<file path="config.mk">
export PLATFORM = sky130hd
export DESIGN_NAME = deadline_wakeup_table_core
export DESIGN_NICKNAME = d
export VERILOG_FILES = /design/src/hdl/dwt_pkg.sv /design/src/hdl/dwt_ram.sv /design/src/hdl/dwt_alu.sv /design/src/hdl/deadline_wakeup_table_core.sv
export SDC_FILE = /design/constraint.sdc
export NUM_CORES = 2
export LEC_CHECK = 0
export BUFFER_PORTS_ARGS = -buffer_cell sky130_fd_sc_hd__buf_2
export CAP_MARGIN = 40
export CORE_AREA = 4 4 446 448
export CTS_BUF_LIST = sky130_fd_sc_hd__clkbuf_8 sky130_fd_sc_hd__clkbuf_16
export CTS_CLUSTER_SIZE = 40
export DETAILED_ROUTE_END_ITERATION = 8
export DIE_AREA = 0 0 450 452
export PLACE_DENSITY = 0.55
export SLEW_MARGIN = 0
export SYNTH_ARGS = -nofsm -noshare
export SYNTH_HDL_FRONTEND = slang
export SYNTH_SLANG_ARGS = --single-unit
</file>
<file path="constraint.sdc">
create_clock -name clk -period 8.7 [get_ports clk]
set_clock_uncertainty 0.15 [all_clocks]
set_input_delay 0.435 -clock clk [delete_from_list [all_inputs] [get_ports clk]]
set_output_delay 0.435 -clock clk [all_outputs]
set_load 0.01 [all_outputs]
</file>
<file path="src/hdl/dwt_pkg.sv">
// Package for the deadline wakeup table: states, shared-unit request type,
// operation and result codes, fixed field widths. No dependencies.
package dwt_pkg;

  localparam int CLK_W    = 64;
  localparam int DELAY_W  = 32;
  localparam int PERIOD_W = 10;
  localparam int PID_W    = 16;
  localparam int KIND_W   = 2;
  localparam int ADDR_W   = 2;
  localparam int DATA_W   = 32;

  localparam logic [PERIOD_W-1:0] PERIOD_RESET = 10'd10;

  // APB register map
  localparam logic [ADDR_W-1:0] ADDR_TICK_PERIOD = 2'd0;

  // input operation codes
  localparam logic OP_ADD  = 1'b0;
  localparam logic OP_TICK = 1'b1;

  // result kinds
  localparam logic [KIND_W-1:0] KIND_ADD_OK   = 2'd0;
  localparam logic [KIND_W-1:0] KIND_ADD_FULL = 2'd1;
  localparam logic [KIND_W-1:0] KIND_WAKE     = 2'd2;
  localparam logic [KIND_W-1:0] KIND_QUIET    = 2'd3;

  typedef enum logic [2:0] {
    ST_IDLE,
    ST_ADD_SCAN,
    ST_TICK_ADV,
    ST_TICK_SCAN,
    ST_TICK_DRAIN,
    ST_TICK_DONE
  } dwt_state_t;

  typedef enum logic {
    ALU_ADD,
    ALU_SUB
  } alu_op_t;

  typedef struct packed {
    alu_op_t            op;
    logic [CLK_W-1:0]   a;
    logic [CLK_W-1:0]   b;
  } alu_req_t;

endpackage

</file>
<file path="src/hdl/dwt_ram.sv">
// Generic single-write, single-read RAM with registered read data.
// No dependencies.
module dwt_ram #(
  parameter int WIDTH = 80,
  parameter int DEPTH = 16
) (
  input  logic                                  clk,
  input  logic                                  we,
  input  logic [(DEPTH > 1 ? $clog2(DEPTH) : 1)-1:0] waddr,
  input  logic [WIDTH-1:0]                      wdata,
  input  logic [(DEPTH > 1 ? $clog2(DEPTH) : 1)-1:0] raddr,
  output logic [WIDTH-1:0]                      rdata
);

  logic [WIDTH-1:0] mem_r [DEPTH];
  logic [WIDTH-1:0] rdata_r;

  always_ff @(posedge clk) begin
    if (we) begin
      mem_r[waddr] <= wdata;
    end
    rdata_r <= mem_r[raddr];
  end

  assign rdata = rdata_r;

endmodule

</file>
<file path="src/hdl/dwt_alu.sv">
// Shared 64-bit add / subtract unit; the subtract carry gives an unsigned a >= b.
// Depends on dwt_pkg.
module dwt_alu
  import dwt_pkg::*;
(
  input  alu_req_t           req,
  output logic [CLK_W-1:0]   sum,
  output logic               ge
);

  logic [CLK_W-1:0] b_eff;
  logic [CLK_W:0]   full;
  logic             cin;

  always_comb begin
    cin   = (req.op == ALU_SUB);
    b_eff = cin ? ~req.b : req.b;
    full  = {1'b0, req.a} + {1'b0, b_eff} + {{CLK_W{1'b0}}, cin};
  end

  assign sum = full[CLK_W-1:0];
  // carry out on a - b means no borrow
  assign ge  = full[CLK_W];

endmodule

</file>
<file path="src/hdl/deadline_wakeup_table_core.sv">
// Top level of the deadline wakeup table: sequencer, slot valid bits, clock,
// APB register. Depends on dwt_pkg, dwt_alu, dwt_ram.
//
//  port group  | direction | handshake                 | payload
//  ------------+-----------+---------------------------+---------------------------------
//  in_*        | in        | start & !busy             | operation, process_id, delay_ms
//  out_*       | out       | out_strobe, one cycle     | kind, wake_pid, time_now, final_item
//  APB         | in/out    | psel & penable, pready=1  | tick period at address 0
//
// Add: examines one slot per cycle until the lowest free slot or the last slot;
// the result shows on the cycle after. Tick: advances the clock (ST_TICK_ADV), reads
// every slot through the single RAM read port (ST_TICK_SCAN), then drains and closes
// (ST_TICK_DRAIN, ST_TICK_DONE). Both use the one shared 64-bit adder.
// rst_n (sync) clears the clock, the valid bits and the period to 10; slot RAM
// contents are not cleared. Results cannot be stalled; busy holds off new words.
module deadline_wakeup_table_core
  import dwt_pkg::*;
#(
  parameter int SLOTS    = 16,
  parameter int PID_BITS = 16
) (
  input  logic                 clk,
  input  logic                 rst_n,
  // command channel
  input  logic                 start,
  output logic                 busy,
  input  logic                 in_operation,
  input  logic [PID_W-1:0]     in_process_id,
  input  logic [DELAY_W-1:0]   in_delay_ms,
  // result channel
  output logic                 out_strobe,
  output logic [KIND_W-1:0]    out_kind,
  output logic [PID_W-1:0]     out_wake_pid,
  output logic [CLK_W-1:0]     out_time_now,
  output logic                 out_final_item,
  // configuration
  input  logic                 psel,
  input  logic                 penable,
  input  logic                 pwrite,
  input  logic [ADDR_W-1:0]    paddr,
  input  logic [DATA_W-1:0]    pwdata,
  output logic [DATA_W-1:0]    prdata,
  output logic                 pready
);

  localparam int IDX_W = (SLOTS > 1) ? $clog2(SLOTS) : 1;
  localparam int RAM_W = CLK_W + PID_BITS;
  localparam logic [IDX_W-1:0] LAST_IDX = IDX_W'(SLOTS - 1);

  dwt_state_t          state_r, state_nxt;
  logic [IDX_W-1:0]    idx_r, idx_nxt;
  logic [CLK_W-1:0]    clock_r, clock_nxt;
  logic [PERIOD_W-1:0] period_r;
  logic [PID_BITS-1:0] pid_r;
  logic [DELAY_W-1:0]  delay_r;
  logic [SLOTS-1:0]    used_r, used_nxt;
  logic                rd_vld_r;
  logic [IDX_W-1:0]    rd_idx_r;
  logic                pend_r, pend_nxt;
  logic [PID_BITS-1:0] pend_pid_r, pend_pid_nxt;

  logic                out_strobe_r;
  logic [KIND_W-1:0]   out_kind_r;
  logic [PID_W-1:0]    out_wake_pid_r;
  logic [CLK_W-1:0]    out_time_now_r;
  logic                out_final_r;

  logic                accept;
  logic                cfg_wr;
  logic                emit;
  logic [KIND_W-1:0]   emit_kind;
  logic [PID_BITS-1:0] emit_pid;
  logic                emit_final;
  logic                hit;

  alu_req_t            alu_req;
  logic [CLK_W-1:0]    alu_sum;
  logic                alu_ge;

  logic                ram_we;
  logic [RAM_W-1:0]    ram_wdata;
  logic [RAM_W-1:0]    ram_rdata;
  logic [CLK_W-1:0]    rd_deadline;
  logic [PID_BITS-1:0] rd_pid;

  assign busy   = (state_r != ST_IDLE);
  assign accept = start && !busy;

  // ---------------- APB register ----------------
  assign pready = 1'b1;
  assign cfg_wr = psel && penable && pwrite && pready && (paddr == ADDR_TICK_PERIOD);
  assign prdata = (paddr == ADDR_TICK_PERIOD) ? DATA_W'(period_r) : '0;

  always_ff @(posedge clk) begin
    if (!rst_n) begin
      period_r <= PERIOD_RESET;
    end else if (cfg_wr) begin
      period_r <= pwdata[PERIOD_W-1:0];
    end
  end

  // ---------------- shared unit and slot RAM ----------------
  assign rd_deadline = ram_rdata[RAM_W-1:PID_BITS];
  assign rd_pid      = ram_rdata[PID_BITS-1:0];

  always_comb begin
    alu_req.a = clock_r;
    unique case (state_r)
      ST_ADD_SCAN: begin
        alu_req.op = ALU_ADD;
        alu_req.b  = CLK_W'(delay_r);
      end
      ST_TICK_ADV: begin
        alu_req.op = ALU_ADD;
        alu_req.b  = CLK_W'(period_r);
      end
      default: begin
        alu_req.op = ALU_SUB;
        alu_req.b  = rd_deadline;
      end
    endcase
  end

  dwt_alu u_alu (
    .req (alu_req),
    .sum (alu_sum),
    .ge  (alu_ge)
  );

  assign ram_we    = (state_r == ST_ADD_SCAN) && !used_r[idx_r];
  assign ram_wdata = {alu_sum, pid_r};

  dwt_ram #(
    .WIDTH (RAM_W),
    .DEPTH (SLOTS)
  ) u_slot_ram (
    .clk   (clk),
    .we    (ram_we),
    .waddr (idx_r),
    .wdata (ram_wdata),
    .raddr (idx_r),
    .rdata (ram_rdata)
  );

  // ---------------- sequencer: next state ----------------
  always_comb begin
    state_nxt = state_r;
    unique case (state_r)
      ST_IDLE: begin
        if (accept) begin
          state_nxt = (in_operation == OP_TICK) ? ST_TICK_ADV : ST_ADD_SCAN;
        end
      end
      ST_ADD_SCAN: begin
        if (!used_r[idx_r] || idx_r == LAST_IDX) begin
          state_nxt = ST_IDLE;
        end
      end
      ST_TICK_ADV:   state_nxt = ST_TICK_SCAN;
      ST_TICK_SCAN: begin
        if (idx_r == LAST_IDX) begin
          state_nxt = ST_TICK_DRAIN;
        end
      end
      ST_TICK_DRAIN: state_nxt = ST_TICK_DONE;
      ST_TICK_DONE:  state_nxt = ST_IDLE;
      default:       state_nxt = ST_IDLE;
    endcase
  end

  // ---------------- sequencer: datapath controls ----------------
  // a wakeup is held back until the next one or the close of the tick, so the last one of a tick can carry final_item
  assign hit = rd_vld_r && used_r[rd_idx_r] && alu_ge;

  always_comb begin
    idx_nxt      = idx_r;
    clock_nxt    = clock_r;
    used_nxt     = used_r;
    pend_nxt     = pend_r;
    pend_pid_nxt = pend_pid_r;
    emit         = 1'b0;
    emit_kind    = KIND_ADD_OK;
    emit_pid     = '0;
    emit_final   = 1'b1;

    if (hit) begin
      used_nxt[rd_idx_r] = 1'b0;
      pend_nxt           = 1'b1;
      pend_pid_nxt       = rd_pid;
      if (pend_r) begin
        emit       = 1'b1;
        emit_kind  = KIND_WAKE;
        emit_pid   = pend_pid_r;
        emit_final = 1'b0;
      end
    end

    unique case (state_r)
      ST_IDLE: begin
        idx_nxt = '0;
      end
      ST_ADD_SCAN: begin
        if (!used_r[idx_r]) begin
          used_nxt[idx_r] = 1'b1;
          emit            = 1'b1;
          emit_kind       = KIND_ADD_OK;
        end else if (idx_r == LAST_IDX) begin
          emit      = 1'b1;
          emit_kind = KIND_ADD_FULL;
        end else begin
          idx_nxt = idx_r + 1'b1;
        end
      end
      ST_TICK_ADV: begin
        clock_nxt = alu_sum;
        pend_nxt  = 1'b0;
        idx_nxt   = '0;
      end
      ST_TICK_SCAN: begin
        if (idx_r != LAST_IDX) begin
          idx_nxt = idx_r + 1'b1;
        end
      end
      ST_TICK_DRAIN: begin
      end
      ST_TICK_DONE: begin
        emit       = 1'b1;
        emit_final = 1'b1;
        emit_kind  = pend_r ? KIND_WAKE : KIND_QUIET;
        emit_pid   = pend_r ? pend_pid_r : '0;
        pend_nxt   = 1'b0;
      end
      default: begin
      end
    endcase
  end

  // ---------------- registers ----------------
  always_ff @(posedge clk) begin
    if (!rst_n) begin
      state_r      <= ST_IDLE;
      idx_r        <= '0;
      clock_r      <= '0;
      used_r       <= '0;
      rd_vld_r     <= 1'b0;
      pend_r       <= 1'b0;
      out_strobe_r <= 1'b0;
    end else begin
      state_r      <= state_nxt;
      idx_r        <= idx_nxt;
      clock_r      <= clock_nxt;
      used_r       <= used_nxt;
      rd_vld_r     <= (state_r == ST_TICK_SCAN);
      pend_r       <= pend_nxt;
      out_strobe_r <= emit;
    end
  end

  always_ff @(posedge clk) begin
    if (accept) begin
      pid_r   <= PID_BITS'(in_process_id);
      delay_r <= in_delay_ms;
    end
    rd_idx_r       <= idx_r;
    pend_pid_r     <= pend_pid_nxt;
    out_kind_r     <= emit_kind;
    out_wake_pid_r <= PID_W'(emit_pid);
    out_time_now_r <= clock_r;
    out_final_r    <= emit_final;
  end

  assign out_strobe     = out_strobe_r;
  assign out_kind       = out_kind_r;
  assign out_wake_pid   = out_wake_pid_r;
  assign out_time_now   = out_time_now_r;
  assign out_final_item = out_final_r;

  // ---------------- assertions ----------------
  a_word_needs_work: assert property (@(posedge clk) disable iff (!rst_n)
    out_strobe |-> $past(busy))
    else $error("result word without a command in progress");

  a_accept_goes_busy: assert property (@(posedge clk) disable iff (!rst_n)
    (start && !busy) |=> busy)
    else $error("accepted command did not start the sequencer");

  a_full_means_full: assert property (@(posedge clk) disable iff (!rst_n)
    (out_strobe && out_kind == KIND_ADD_FULL) |-> (&used_r))
    else $error("add rejected while a slot is free");

  a_final_closes: assert property (@(posedge clk) disable iff (!rst_n)
    (out_strobe && out_final_item) |=> !out_strobe)
    else $error("result word right after the final word of a command");

endmodule
</file>
# [Yosys cells after proc, flatten, opt, wreduce, memory -nomap -nowiden]
# Memory sizes are Yosys's and may differ from the RTL's. A register that Yosys moved wholly into a read port is not among the register bits.
# Index checks and enable logic that the tools add are counted.
[totals] reg_bits=251 out_inout_bits=118 memories=1 mem_bits_rw=1280 inputBits=89
[classes] n_lt_le_gt_ge=4 n_reduce_logical=22 eq_ne=13 n_addsub=3 mux=41 bitwise_logic=6
[memory_table] memory="u_slot_ram.mem_r" words=16 width=80 read_ports=1 rd_clocked_by_memory_dff=1 wr=1 line_no="dwt_ram.sv:15" source="logic [WIDTH-1:0] mem_r [DEPTH];"
[ops] op="64-bit one-hot mux with 2 select lines" n=1
[ops] op="16-bit two-way mux" n=6
[ops] op="64-bit by 64-bit adder with 65-bit output" n=1
[ops] op="65-bit by 1-bit adder with 65-bit output" n=1
[ops] op="64-bit two-way mux" n=1
[ops] op="64-bit NOT" n=1
[ops] op="16-bit AND" n=1
[ops] op="16-bit NOT" n=1
[ops] op="16-bit OR" n=1
[ops] op="3-bit one-hot mux with 5 select lines" n=1
[ops] op="1-bit two-way mux" n=13
[ops] op="4-bit two-way mux" n=3
[ops] op="4-bit one-hot mux with 3 select lines" n=1
[ops] op="4-bit by 5-bit < comparator with 1-bit output (second input constant)" n=2
[ops] op="10-bit two-way mux" n=1
[ops] op="2-bit two-way mux" n=5
[ops] op="1-bit logical AND" n=9
[ops] op="3-bit two-way mux" n=3
[ops] op="1-bit binary-select mux with 4-bit select" n=2
[ops] op="1-bit demux with 4-bit select" n=2
[ops] op="4-bit by 1-bit greater-or-equal comparator with 1-bit output (second input constant)" n=2
[ops] op="2-bit inequality test (second input constant)" n=4
[ops] op="3-bit by 2-bit equality test with 1-bit output (second input constant)" n=2
[ops] op="3-bit equality test (second input constant)" n=2
[ops] op="other kinds (17)" n=23

# [Logic depth before layout (Yosys ltp)]
[depth] word_depth=11 depth_mapped=21 ltp_nobuf=18

# [Cells and area by module]
# Synthesis repeated with hierarchy kept, for this count alone.
[unflattened] cells_unflattened=3521 area_unflattened_um2=62806.5
[modules_own_cells] module="dwt_ram" cells_per_inst=2054 seq_area_each_um2=40038.4 area_each_um2=49422.4 instances=1
[modules_own_cells] module="deadline_wakeup_table_core" cells_per_inst=795 seq_area_each_um2=5665.4 area_each_um2=8708.4 instances=1
[modules_own_cells] module="dwt_alu" cells_per_inst=672 seq_area_each_um2=0.0 area_each_um2=4675.7 instances=1

# [Worst setup path before layout]
# OpenSTA, ideal clock, no wires.
[synth_timing] path_type="reg-to-reg" start="reg idx_r[0]" end="reg used_r[0]" t_arrival_ns=8.301 t_required_ns=8.458 n_path_buf=1 setup_ns=0.092 path_stages_with_launch=9 path_slack_ns=0.157 cell_sequence="dfxtp_1 -> clkbuf_1 -> mux4_2 -> mux4_2 -> nor2b_1 -> nand2_1 -> nor3_1 -> o21ai_0 -> a21oi_1"
[synth_between] elab_chain_len=7
[synth_lines] item="from (decl)" line_no="deadline_wakeup_table_core.sv:51" source="logic [IDX_W-1:0] idx_r, idx_nxt;"
[synth_lines] item="from (signal assigned)" line_no="deadline_wakeup_table_core.sv:250" source="idx_r <= idx_nxt;"
[synth_lines] item="4-bit by 5-bit < comparator with 1-bit output (implied by the code) or 4-bit by 1-bit greater-or-equal comparator with 1-bit output (tied branches)" line_no="deadline_wakeup_table_core.sv:204" source="used_nxt[idx_r] = 1'b1;"
[synth_lines] item="1-bit logical AND (implied by the code)" line_no="deadline_wakeup_table_core.sv:204"
[synth_lines] item="1-bit two-way mux (implied by the code)" line_no="deadline_wakeup_table_core.sv:204"
[synth_lines] item="1-bit demux with 4-bit select" line_no="deadline_wakeup_table_core.sv:204"
[synth_lines] item="16-bit OR (no source line)"
[synth_lines] item="16-bit two-way mux (*)" line_no="deadline_wakeup_table_core.sv:203" source="if (!used_r[idx_r]) begin"
[synth_lines] item="16-bit two-way mux (*)" line_no="deadline_wakeup_table_core.sv:198" source="unique case (state_r)"
[synth_lines] item="to (signal assigned)" line_no="deadline_wakeup_table_core.sv:252" source="used_r <= used_nxt;"
[synth_lines] item="to (decl)" line_no="deadline_wakeup_table_core.sv:56" source="logic [SLOTS-1:0] used_r, used_nxt;"
# Every way passes the cells marked *; elsewhere a longest branch is shown, timed or not. The select of a mux whose other input is x is not followed.
# A chain may end at the register's enable or synchronous reset.

# [Worst setup path after layout]
[layout_timing] start="reg state_r[1]" end="reg pend_pid_r[15] (enable)"
[layout_between] elab_chain_len=7
[layout_lines] item="from (decl)" line_no="deadline_wakeup_table_core.sv:50" source="dwt_state_t state_r, state_nxt;"
[layout_lines] item="from (signal assigned)" line_no="deadline_wakeup_table_core.sv:249" source="state_r <= state_nxt;"
[layout_lines] item="3-bit by 2-bit equality test with 1-bit output or 3-bit by 1-bit equality test with 1-bit output (tied branches)" line_no="deadline_wakeup_table_core.sv:108" source="unique case (state_r)"
[layout_lines] item="64-bit one-hot mux with 2 select lines" line_no="deadline_wakeup_table_core.sv:108"
[layout_lines] item="64-bit NOT" line_no="dwt_alu.sv:17" source="b_eff = cin ? ~req.b : req.b;"
[layout_lines] item="64-bit two-way mux" line_no="dwt_alu.sv:17"
[layout_lines] item="64-bit by 64-bit adder with 65-bit output" line_no="dwt_alu.sv:18" source="full = {1'b0, req.a} + {1'b0, b_eff} + {{CLK_W{1'b0}}, cin};"
[layout_lines] item="65-bit by 1-bit adder with 65-bit output (*)" line_no="dwt_alu.sv:18"
[layout_lines] item="1-bit logical AND (*)" line_no="deadline_wakeup_table_core.sv:173" source="assign hit = rd_vld_r && used_r[rd_idx_r] && alu_ge;"
[layout_lines] item="to (signal assigned)" line_no="deadline_wakeup_table_core.sv:265" source="pend_pid_r <= pend_pid_nxt;"
[layout_lines] item="to (decl)" line_no="deadline_wakeup_table_core.sv:60" source="logic [PID_BITS-1:0] pend_pid_r, pend_pid_nxt;"
# Every way passes the cells marked *; elsewhere a longest branch is shown, timed or not.

==> metrics.yaml <==
yosys:
  synth_area_leader_cell: "edfxtp_1"
  netlist_instances: 3293
  ys_ff_latch: 1611
  synth.area.top_cells: "edfxtp_1 65%, mux4_2 15%, dfxtp_1 8.6%"
  synthArstFlopShare_pct: 0
  syn_avg_cell_area_um2: 18.9
  ys_warn_count: 0
  synth_edf_count: 1344
  synth_top_area_share_pct: 64.9
  yosysSeqAreaShare_pct: 73.5
  synthDistinctLibCells: 73
  syn_area_um2: 62200
  synth-main-ff-cell: "edfxtp_1"
timing:
  finalHoldViolCount: 0
  slew_viol_final: 0
  worstMarginPinSlew_ps: 883
  fin_crit_sh_pct: 73.1
  clock.fmax_ghz: 0.157
  relSlewSlack_pct: 40.5
  setup_tns_ps: 0
  min_period_ps: 6360
  finalSetupViolations: 0
  rsz0062_at_grt: "false"
  finalWorstSetupSlack_ps: 2340
outcome:
  status: "finished, final reports clean"
setup_path:
  crit_type: "reg2reg"
  start_kind: "flip-flop"
  cp.arrival_ps: 6690
  cp.required_ps: 9030
  cp_max_fo: 47
  end_kind: "flip-flop"
clocking:
  cts_buffers: 172
  tritoncts: "done"
  root_buffer: "clkbuf_16"
  cts_resized: 0
  clockBufferDepth: 3
  clk_latency_ps: 810
  clkTransAtPathRegs_ps: 60
  cts_sinks: 1611
  cts_htree_levels: 4
die:
  die_h_um: 452
  dieArea_um2: 203000
  fp.dieW_um: 450
  start_util_pct: 32.0
  rows: 162
  io_pins: 207
  core_um2: 195000
drt:
  vias: 32500
  wl_um: 166000
  vias_per_cell: 5.11
  firstDrtPassIters: 7
  drt-wirelength-per-cell_um: 26.2
  drtIter0Drc: 2771
  drtAntennaViolNets: 0
  drc: 0
final_layout:
  nets: 3822
  synthToLayoutAreaGrowth_pct: 17.7
  finalNonFillerCells: 6358
  layout_common_cells: "1344 x edfxtp_1, 410 x mux4_2, 263 x dfxtp_1"
  mostFrequentLayoutCell: "edfxtp_1"
  design_area_um2: 73200
  drive_above_1_share_pct: 26.6
global_routing:
  grt_first_pass_wirelength_um: 241000
  first_global_vias: 33500
  grt_util_met1_pct: 21.7
  busiest_layer: "met2"
  track_usage_pct: 16.2
  grt_max_degree: 96
  use_met3_pct: 2.51
  grtUsageMet2_pct: 27.3
  antenna_found_initial: 5
  overflow: 0
place:
  hpwl_um: 98100
  place_area_um2: 67000
  place_ws_ps: 2310
  gp_congestion: 0.815
  dp.cells: 5969
  io_buffer_count: 161
pwr:
  p_switching_uw: 5130
  clockPowerShare_pct: 36.5
  p_comb_share_pct: 14.3
  swShare_pct: 26.1
  p_per_area_nw_per_um2: 268
  leakagePower_uw: 0.0239
  p_seq_share_pct: 49.2
  intPower_uw: 14500
  vdd_drop_max_mv: 0.164
worst_hold_path:
  hold_class: "in2reg"
job:
  drv_cap: 0
layout make-up:
type                            instances  area, µm²
Multi-Input combinational cell       1464      15700
Antenna cell                            4       10.0
Timing Repair Buffer                  372       2830
Clock inverter                        134       1090
Fill cell                           17800     121000
Inverter                               44        171
Sequential cell                      1611      45700
Clock buffer                          187       4510
Tap cell                             2542       3180
flip-flops by register name, indices dropped and copies added, names as in the netlist:
register,cells
u_slot_ram.mem_r,1280
u_slot_ram.rdata,80
clock_r,64
out_time_now,64
delay_r,32
out_wake_pid,16
pend_pid_r,16
pid_r,16
used_r,16
period_r,10
idx_r,4
rd_idx_r,4
state_r,3
out_kind,2
out_final_item,1
out_strobe,1
pend_r,1
rd_vld_r,1
stage by stage:
stage                     utilization, %  total power (µW)  hold slack [ps]
after global placement              34.1             12400              220
final                               37.6             19600              151
after detailed placement            34.4             12600              221
after floorplan                        -             11400              179
after global routing                37.6             20500              141
after CTS                           37.6             19900              117
what timing repair did:
| action | CTS | global route |
|---|---|---|
| setup buffers | 0 | 0 |
| hold endpoints to repair | 76 | 0 |
| hold buffers | 64 | 0 |
logic make-up after synthesis:
kind of cell | synth area share, %
AOI/OAI and AO/OA | 3.95
adders and majority gates | 1.38
muxes | 15.1
DFF | 73.5
xor gates and xnor gates | 0.915
and+or+nand+nor | 3.63
buffers and inverters | 1.59
other | 0.0121
worst max-delay path, stage by stage (launching register included):
cell	delay (ps)
dfxtp_1	610
nor2b_1	420
nand2b_4	260
nand2b_4	650
buf_4	410
o21ai_0	120
ha_1	460
nand2_1	240
o21ai_0	570
a21oi_1	160
o211ai_1	190
o211ai_1	150
o22ai_1	320
o2111a_1	300
o21ai_2	150
inv_1	460
buf_4	360
path summary, 6_finish.rpt:
check	depth (start not counted)	endpoint	slack, ps	from
min	5	period_r[4]	150	penable
min reg2reg	0	out_time_now[4]	230	clock_r[4]
max reg2reg	16	pend_pid_r[15]	2340	state_r[1]
max	16	pend_pid_r[15]	2340	state_r[1]
cell usage after synthesis, types with 14 or more instances:
library cell / instances
edfxtp_1: 1344
mux4_2: 410
nand4_1: 30
nor2_1: 109
o211ai_1: 16
o21ai_0: 92
buf_4: 23
ha_1: 67
xnor2_1: 42
a31oi_1: 26
a21o_1: 23
clkbuf_1: 136
and2_1: 34
o21bai_1: 14
xor2_1: 23
nand2_1: 194
inv_1: 44
a21oi_1: 146
nor3_1: 31
nand3_1: 18
dfxtp_1: 267
buf_1: 30
power by group through the flow:
stage / clock network, µW / registers (µW) / logic, µW
CTS: 7370 / 9670 / 2840
detailed placement: 0 / 9830 / 2810
finish: 7170 / 9660 / 2810
global route: 7690 / 9680 / 3080
floorplan: 0 / 9740 / 1690
global placement: 0 / 9850 / 2580
routing by layer:
layer | share of wire (%) | up-vias
li1 | - | 14000
met1 | 43 | 17300
met2 | 50 | 916
met3 | 4.9 | 227
met4 | 2.8 | 0
met5 | 0 | -
Power figures use the tool's default switching activity.
